$ cat src/rtl/xeu_pkg.sv
`timescale 1ns / 1ps

package xeu_pkg;

  typedef enum logic {
    MODE_TEXT,
    MODE_ENTITY
  } mode_t;

  typedef enum logic [1:0] {
    KIND_CHAR,
    KIND_END,
    KIND_ERROR
  } kind_t;

  typedef enum logic [2:0] {
    ERR_NONE,
    ERR_TOO_LONG,
    ERR_EMPTY,
    ERR_EMPTY_NUM,
    ERR_BAD_DIGIT,
    ERR_UNKNOWN
  } err_t;

  localparam logic [7:0] CH_AMP     = 8'h26;
  localparam logic [7:0] CH_SEMI    = 8'h3B;
  localparam logic [7:0] CH_HASH    = 8'h23;
  localparam logic [7:0] CH_LOWER_X = 8'h78;
  localparam logic [7:0] CH_LT      = 8'h3C;
  localparam logic [7:0] CH_GT      = 8'h3E;
  localparam logic [7:0] CH_APOS    = 8'h27;
  localparam logic [7:0] CH_QUOT    = 8'h22;

  localparam logic [7:0] TERM_RESET = CH_LT;

  localparam logic [31:0] NAME_LT   = 32'h0000_6C74;
  localparam logic [31:0] NAME_GT   = 32'h0000_6774;
  localparam logic [31:0] NAME_AMP  = 32'h0061_6D70;
  localparam logic [31:0] NAME_APOS = 32'h6170_6F73;
  localparam logic [31:0] NAME_QUOT = 32'h7175_6F74;

  typedef struct packed {
    logic       valid;
    logic [7:0] data;
    kind_t      kind;
    err_t       code;
    logic       last;
  } result_t;

  typedef struct packed {
    logic       ok;
    logic [3:0] value;
  } digit_t;

  function automatic digit_t digit_value(input logic [7:0] b, input logic hex);
    digit_t d;
    d.ok    = 1'b0;
    d.value = 4'd0;
    if (b >= 8'h30 && b <= 8'h39) begin
      d.ok    = 1'b1;
      d.value = 4'(b - 8'h30);
    end else if (hex && b >= 8'h61 && b <= 8'h66) begin
      d.ok    = 1'b1;
      d.value = 4'(b - 8'h57);
    end else if (hex && b >= 8'h41 && b <= 8'h46) begin
      d.ok    = 1'b1;
      d.value = 4'(b - 8'h37);
    end
    return d;
  endfunction

endpackage

$ cat src/rtl/xeu_core.sv
`timescale 1ns / 1ps

module xeu_core import xeu_pkg::*; #(
  parameter int ENTITY_LIMIT = 32,
  parameter int LEN_W        = $clog2(ENTITY_LIMIT)
) (
  input  logic       clk,
  input  logic       rst_n,
  input  logic       cfg_wr_en,
  input  logic [7:0] cfg_wr_data,
  input  logic       take,
  input  logic [7:0] byte_in,
  output result_t    res
);

  localparam logic [LEN_W:0] LEN_MAX = (LEN_W + 1)'(ENTITY_LIMIT - 1);

  mode_t             mode_r, mode_nxt;
  logic [7:0]        term_r;
  logic [LEN_W-1:0]  len_r, len_nxt;
  logic              numeric_r, numeric_nxt;
  logic              hex_r, hex_nxt;
  logic [7:0]        acc_r, acc_nxt;
  logic              digit_seen_r, digit_seen_nxt;
  logic              bad_r, bad_nxt;
  logic [31:0]       name_r, name_nxt;

  logic              too_long;
  digit_t            dig;
  logic [7:0]        acc_scaled;

  assign too_long   = {1'b0, len_r} >= LEN_MAX;
  assign dig        = digit_value(byte_in, hex_r);
  assign acc_scaled = hex_r ? {acc_r[3:0], 4'd0} : 8'({acc_r[4:0], 3'd0} + {acc_r[6:0], 1'b0});

  always_comb begin
    mode_nxt = mode_r;
    if (take) begin
      unique case (mode_r)
        MODE_TEXT: begin
          if (byte_in == CH_AMP) mode_nxt = MODE_ENTITY;
        end
        MODE_ENTITY: begin
          if (byte_in == CH_SEMI || too_long) mode_nxt = MODE_TEXT;
        end
        default: mode_nxt = MODE_TEXT;
      endcase
    end
  end

  always_comb begin
    len_nxt        = len_r;
    numeric_nxt    = numeric_r;
    hex_nxt        = hex_r;
    acc_nxt        = acc_r;
    digit_seen_nxt = digit_seen_r;
    bad_nxt        = bad_r;
    name_nxt       = name_r;
    if (take) begin
      if (mode_r == MODE_TEXT || byte_in == CH_SEMI || too_long) begin
        if (mode_r == MODE_ENTITY || byte_in == CH_AMP) begin
          len_nxt        = '0;
          numeric_nxt    = 1'b0;
          hex_nxt        = 1'b0;
          acc_nxt        = 8'd0;
          digit_seen_nxt = 1'b0;
          bad_nxt        = 1'b0;
          name_nxt       = 32'd0;
        end
      end else begin
        len_nxt = len_r + LEN_W'(1);
        if (len_r == '0 && byte_in == CH_HASH) begin
          numeric_nxt = 1'b1;
        end else if (numeric_r) begin
          if (len_r == LEN_W'(1) && byte_in == CH_LOWER_X) begin
            hex_nxt = 1'b1;
          end else if (!dig.ok) begin
            bad_nxt = 1'b1;
          end else begin
            acc_nxt        = acc_scaled + {4'd0, dig.value};
            digit_seen_nxt = 1'b1;
          end
        end else begin
          name_nxt = {name_r[23:0], byte_in};
        end
      end
    end
  end

  always_comb begin
    res       = '0;
    res.kind  = KIND_CHAR;
    res.code  = ERR_NONE;
    unique case (mode_r)
      MODE_TEXT: begin
        if (byte_in != CH_AMP) begin
          res.valid = 1'b1;
          if (byte_in == term_r) begin
            res.kind = KIND_END;
            res.last = 1'b1;
          end else begin
            res.data = byte_in;
          end
        end
      end
      MODE_ENTITY: begin
        if (byte_in == CH_SEMI) begin
          res.valid = 1'b1;
          if (len_r == '0) begin
            res.code = ERR_EMPTY;
          end else if (numeric_r) begin
            if (bad_r) res.code = ERR_BAD_DIGIT;
            else if (!digit_seen_r) res.code = ERR_EMPTY_NUM;
            else res.data = acc_r;
          end else if (len_r == LEN_W'(2) && name_r == NAME_LT) begin
            res.data = CH_LT;
          end else if (len_r == LEN_W'(2) && name_r == NAME_GT) begin
            res.data = CH_GT;
          end else if (len_r == LEN_W'(3) && name_r == NAME_AMP) begin
            res.data = CH_AMP;
          end else if (len_r == LEN_W'(4) && name_r == NAME_APOS) begin
            res.data = CH_APOS;
          end else if (len_r == LEN_W'(4) && name_r == NAME_QUOT) begin
            res.data = CH_QUOT;
          end else begin
            res.code = ERR_UNKNOWN;
          end
        end else if (too_long) begin
          res.valid = 1'b1;
          res.code  = ERR_TOO_LONG;
        end
        if (res.code != ERR_NONE) begin
          res.kind = KIND_ERROR;
          res.last = 1'b1;
        end
      end
      default: res = '0;
    endcase
  end

  always_ff @(posedge clk) begin
    if (!rst_n) begin
      mode_r       <= MODE_TEXT;
      term_r       <= TERM_RESET;
      len_r        <= '0;
      numeric_r    <= 1'b0;
      hex_r        <= 1'b0;
      acc_r        <= 8'd0;
      digit_seen_r <= 1'b0;
      bad_r        <= 1'b0;
      name_r       <= 32'd0;
    end else begin
      mode_r       <= mode_nxt;
      len_r        <= len_nxt;
      numeric_r    <= numeric_nxt;
      hex_r        <= hex_nxt;
      acc_r        <= acc_nxt;
      digit_seen_r <= digit_seen_nxt;
      bad_r        <= bad_nxt;
      name_r       <= name_nxt;
      if (cfg_wr_en) term_r <= cfg_wr_data;
    end
  end

endmodule

$ cat src/rtl/xml_entity_unescape.sv
`timescale 1ns / 1ps
// XML character entity decoder, one byte of character data per item.
// Input channel: in_valid, in_stall, in_text_byte. Each accepted byte is
// registered in the input register, then decoded against the entity state.
// Result channel: out_valid, out_stall and the result fields. Plain bytes
// come out as characters and the terminator byte as an end result. A closed
// entity gives its character or an error result, and an overlong entity an
// error result; end and error results set out_last. The '&' byte and the
// other bytes of an entity body give no result. An accepted byte passes the
// input register, then the result register. Throughput is one item per cycle
// while the receiver does not stall, set by the single decode stage between them.
// When the receiver stalls with a result held, the decode stage waits and
// in_stall rises once the input register is also occupied.
// The terminator register is written through cfg_wr_en and cfg_wr_data; the user
// must write it only while idle (the block does not enforce this). Synchronous
// reset clears both stages, returns to text mode and sets the terminator to '<'.
module xml_entity_unescape import xeu_pkg::*; #(
  parameter int ENTITY_LIMIT = 32
) (
  input  logic       clk,
  input  logic       rst_n,
  input  logic       cfg_wr_en,
  input  logic [7:0] cfg_wr_data,
  input  logic       in_valid,
  output logic       in_stall,
  input  logic [7:0] in_text_byte,
  output logic       out_valid,
  input  logic       out_stall,
  output logic [7:0] out_decoded_byte,
  output logic [1:0] out_result_kind,
  output logic [2:0] out_error_code,
  output logic       out_last
);

  logic       s1_valid_r, s1_valid_nxt;
  logic [7:0] s1_byte_r;
  logic       out_valid_r;
  logic [7:0] out_byte_r;
  logic [1:0] out_kind_r;
  logic [2:0] out_code_r;
  logic       out_last_r;
  logic       out_free;
  logic       fire;
  logic       in_take;
  result_t    res;

  assign out_free = !out_valid_r || !out_stall;
  assign fire     = s1_valid_r && out_free;
  assign in_stall = s1_valid_r && !out_free;
  assign in_take  = in_valid && !in_stall;

  always_comb begin
    s1_valid_nxt = s1_valid_r;
    if (in_take) s1_valid_nxt = 1'b1;
    else if (fire) s1_valid_nxt = 1'b0;
  end

  xeu_core #(
    .ENTITY_LIMIT(ENTITY_LIMIT)
  ) u_core (
    .clk        (clk),
    .rst_n      (rst_n),
    .cfg_wr_en  (cfg_wr_en),
    .cfg_wr_data(cfg_wr_data),
    .take       (fire),
    .byte_in    (s1_byte_r),
    .res        (res)
  );

  always_ff @(posedge clk) begin
    if (!rst_n) begin
      s1_valid_r  <= 1'b0;
      out_valid_r <= 1'b0;
    end else begin
      s1_valid_r <= s1_valid_nxt;
      if (fire && res.valid) out_valid_r <= 1'b1;
      else if (!out_stall) out_valid_r <= 1'b0;
    end
  end

  always_ff @(posedge clk) begin
    if (in_take) s1_byte_r <= in_text_byte;
    if (fire && res.valid) begin
      out_byte_r <= res.data;
      out_kind_r <= res.kind;
      out_code_r <= res.code;
      out_last_r <= res.last;
    end
  end

  assign out_valid        = out_valid_r;
  assign out_decoded_byte = out_byte_r;
  assign out_result_kind  = out_kind_r;
  assign out_error_code   = out_code_r;
  assign out_last         = out_last_r;

  a_last_matches_kind: assert property (@(posedge clk) disable iff (!rst_n)
    out_valid |-> (out_last == (out_result_kind != KIND_CHAR)))
    else $error("last flag disagrees with result kind");

  a_code_matches_kind: assert property (@(posedge clk) disable iff (!rst_n)
    out_valid |-> ((out_error_code != ERR_NONE) == (out_result_kind == KIND_ERROR)))
    else $error("error code disagrees with result kind");

  a_zero_byte_on_end: assert property (@(posedge clk) disable iff (!rst_n)
    (out_valid && out_result_kind != KIND_CHAR) |-> (out_decoded_byte == 8'd0))
    else $error("end or error result carries a non-zero byte");

  a_stall_needs_item: assert property (@(posedge clk) disable iff (!rst_n)
    in_stall |-> (s1_valid_r && out_valid_r))
    else $error("input stalled without a waiting item");

endmodule
$ cat config.mk
export PLATFORM = sky130hd
export DESIGN_NAME = xml_entity_unescape
export DESIGN_NICKNAME = d
export VERILOG_FILES = /design/src/rtl/xeu_pkg.sv /design/src/rtl/xeu_core.sv /design/src/rtl/xml_entity_unescape.sv
export SDC_FILE = /design/constraint.sdc
export NUM_CORES = 1
export LEC_CHECK = 0
export BUFFER_PORTS_ARGS = -buffer_cell sky130_fd_sc_hd__clkbuf_2
export CORE_UTILIZATION = 64
export CTS_CLUSTER_SIZE = 8
export DETAILED_ROUTE_END_ITERATION = 7
export GPL_ROUTABILITY_DRIVEN = 0
export PLACE_DENSITY = 0.85
export SYNTH_ARGS = -nofsm -noshare
export SYNTH_HDL_FRONTEND = slang
export SYNTH_SLANG_ARGS = --single-unit
$ cat constraint.sdc
create_clock -name clk -period 5.9 [get_ports clk]
set_input_delay 0.59 -clock clk [delete_from_list [all_inputs] [get_ports clk]]
set_output_delay 0.59 -clock clk [all_outputs]
set_load 0.005 [all_outputs]
==> run_results.csv <==
group,metric,value,unit
global_route,grt_pass1_wl,16700,um
power_and_ir_drop,p_sw_frac,0.254,
worst_hold_path,min_path_type,"input pin to register",
timing,fmax,331,MHz
run,drv_cap,0,
drt,routedWlPerCell,16.8,um
timing,rsz0062_at_grt,"no",
power_and_ir_drop,comb_power_share,0.072,
timing,relSlewSlack,0.218,
setup_path,startpoint_type,"register",
clocking,root_buffer,"clkbuf_8",
setup_path,worstSetupPathType,"register to register",
setup_path,crit_path_max_fanout,8,
cells_and_area,diodes,0,
timing,skew,0.00983,ns
floorplan,io_pins,37,
global_route,antenna_found_initial,0,
synthesis,syn_nets,525,
setup_path,worstSetupEndpointType,"register",
synthesis,avgSynthCellArea,8.98,um2
place,pre_cts_ws,2.96,ns
cells_and_area,register_area,1860,um2
timing,post-route-worst-setup-slack,2.88,ns
timing,finalCriticalPeriod,3.02,ns
timing,final_hold_viol_count,0,
status,status,"complete, but fails checks",
clocking,clock_sinks,82,
floorplan,initial_core_util,0.674,
synthesis,synth_flop_cell,"dfxtp_1",
synthesis,syn_area,4360,um2
clocking,clock_path_buffers,2,
cells_and_area,multi_input_area,2340,um2
power_and_ir_drop,p_leak,1.77,nW
floorplan,die_x,84.5,um
setup_path,critPathArrivalTime,3.30,ns
drt,viasPerCell,6.41,
setup_path,crit_family,"compound AO/OA/AOI/OAI gates",
timing,fin_setup_tns,0,ns
synthesis,synth-seq-cells,82,
setup_path,critical_path.slowest_cell,"edfxtp_1",
setup_path,required,6.18,ns
floorplan,design.die.area,7140,um2
clocking,clkLatencyLatePin,0.35,ns
clocking,cts_tree,"done",
clocking,post_cts_resized,0,
global_route,grt_pass1_vias,3567,
floorplan,rows,29,
place,dpl.hpwl,7100,um
synthesis,synth_enable_flop_cells,22,
timing,max_slew.worst_pin.slew,1.17,ns
timing,period_share,0.511,
drt,drc,2,
power_and_ir_drop,p_int,0.789,mW
cells_and_area,nets,549,
power_and_ir_drop,power_density,225,nW/um2
drt,ant_nets,0,
cells_and_area,syn2layout_area_growth,7.99,%
synthesis,netlist_instances,485,
status,violations,"design-rule violations",
cells_and_area,final_area,4700,um2
power_and_ir_drop,seqPwrFrac,0.574,
floorplan,core-area,6460,um2
global_route,grt_max_degree,65,
power_and_ir_drop,switchingPower,0.268,mW
global_route,gr-usage-all-layers,0.295,
drt,vias,3787,
clocking,h-tree-depth,3,
drt,first_pass_iters,7,
setup_path,path_buf_inv,1,
cells_and_area,num-fill-cells,514,
clocking,cts_setup_buffers,0,
power_and_ir_drop,irDropWorstVdd,153,uV
drt,drt-initial-drc-count,392,
setup_path,cp_cell_sequence,"inv_1 -> ha_1 -> nor2_1 -> a32oi_1 -> nand3_1 -> nor2_1 -> o21ai_0 -> o21ai_0 -> ha_1 -> a21o_1 -> a21oi_1 -> nor3_1 -> xor2_1 -> nand2_1 -> mux2i_1",
floorplan,die_h,84.5,um
clocking,path_clk_slew,0.08,ns
synthesis,yosysWarnings,0,
synthesis,async_reset_ff_frac,0,
synthesis,synthDistinctLibCells,64,
power_and_ir_drop,p_clk_frac,0.354,
clocking,hold_buffers,0,
timing,setup_viol,0,
timing,final_max_slew_viol_count,0,
synthesis,yosysSeqAreaShare,0.427,
cells_and_area,drive_gt1_frac,0.126,
place,post_dp_cell_area,4530,um2
global_route,overflow,0,
setup_path,slowest_delay,0.53,ns
clocking,numCtsBuffers,9,
drt,wirelength,9900,um
place,portBuffers,36,
## flip-flops by register name, summed over array words and instances (netlist names)
register,cells
u_core.name_r,32
out_decoded_byte,8
s1_byte_r,8
u_core.acc_r,8
u_core.term_r,8
u_core.len_r,5
out_error_code,3
out_result_kind,2
out_last,1
out_valid,1
s1_valid_r,1
u_core.bad_r,1
u_core.digit_seen_r,1
u_core.hex_r,1
u_core.mode_r,1
u_core.numeric_r,1
## logic make-up (layout without fill, tap and decap cells)
group | count (synthesis) | in the layout | share of synthesized area
compound gates | 103 | 103 | 0.154
xor+xnor | 16 | 16 | 0.0322
fa+ha+maj | 19 | 19 | 0.0580
buf+inv | 35 | 64 | 0.0368
flops | 82 | 82 | 0.427
mux | 14 | 14 | 0.0322
simple gates | 216 | 216 | 0.260
## layer usage
layer	global-route usage	vias to the layer above	wire length, um
met5	0	-	0
met4	0.136	0	219
met3	0.0600	24	856
met2	0.456	170	4600
met1	0.401	1788	4230
li1	-	1805	-
## cell usage after synthesis (6+ instances only)
library cell	instances	area [um2]
inv_1	11	41.3
nor2_1	28	105
mux2i_1	14	140
edfxtp_1	22	661
nor2b_1	15	93.8
nor3_1	9	45.0
ha_1	17	213
dfxtp_1	60	1200
nand4_1	7	43.8
xnor2_1	13	114
o2bb2ai_1	6	52.6
nand2_1	67	251
clkbuf_1	15	56.3
o21ai_0	42	210
a21oi_1	12	60.1
nor4_1	6	37.5
nand3_1	41	205
## through the flow
stage / util / power, mW / hold WS (ns) / cells
2_1_floorplan: - / 0.669 / 0.428 / 485
3_3_place_gp: 0.701 / 0.691 / 0.438 / 575
3_5_place_dp: 0.701 / 0.695 / 0.447 / 575
4_1_cts: 0.728 / 1.06 / 0.406 / 591
5_1_grt: 0.728 / 1.09 / 0.402 / 591
6_report: 0.728 / 1.06 / 0.410 / 591
## power groups by stage
stage               logic (mW)  clock network, mW  registers, mW
finish                  0.0760              0.374          0.607
global route            0.0835              0.400          0.608
CTS                     0.0756              0.377          0.606
detailed placement      0.0752                  0          0.619
global placement        0.0728                  0          0.618
floorplan               0.0566                  0          0.612
## worst paths after layout
kind | from | end | slack, ns | depth (start not counted)
setup reg to reg | s1_byte_r[1]$_DFFE_PP_ | u_core.acc_r[6]$_SDFFE_PN0P_ | 2.88 | 15
hold / removal | in_text_byte[2] | s1_byte_r[2]$_DFFE_PP_ | 0.41 | 1
hold reg to reg | u_core.name_r[25]$_SDFFE_PN0P_ | u_core.name_r[25]$_SDFFE_PN0P_ | 0.46 | 2
setup / recovery | s1_byte_r[1]$_DFFE_PP_ | u_core.acc_r[6]$_SDFFE_PN0P_ | 2.88 | 15
## cells in the final DEF, fill, tap and decap left out, drive strengths merged, types with 3 or more instances in the layout
| master | instances |
|---|---|
| nand3 | 41 |
| clkbuf | 47 |
| ha | 17 |
| or4b | 3 |
| nor2b | 15 |
| mux2i | 14 |
| a32oi | 3 |
| nor2 | 28 |
| o21ai | 47 |
| xor2 | 3 |
| and3 | 6 |
| nor4 | 7 |
| nand2 | 67 |
| a31oi | 5 |
| dfxtp | 60 |
| edfxtp | 22 |
| and2 | 5 |
| xnor2 | 13 |
| clkinv | 3 |
| o21bai | 3 |
| or4 | 3 |
| a21oi | 14 |
| nand2b | 4 |
| nor4b | 3 |
| a22oi | 3 |
| o2bb2ai | 6 |
| a21o | 3 |
| nand3b | 3 |
| nand4bb | 3 |
| a22o | 5 |
| nor3b | 3 |
| or3 | 4 |
| nand4 | 7 |
| inv | 13 |
| nor3 | 9 |
## cell type report
cell class	instances	share of cell area
Multi-Input combinational cell	368	0.497
Sequential cell	82	0.396
Timing Repair Buffer	37	0.0399
Clock buffer	11	0.0301
Tap cell	77	0.0205
Inverter	11	0.00878
Clock inverter	5	0.00771
Note: power is estimated with default switching activity, not from simulation.
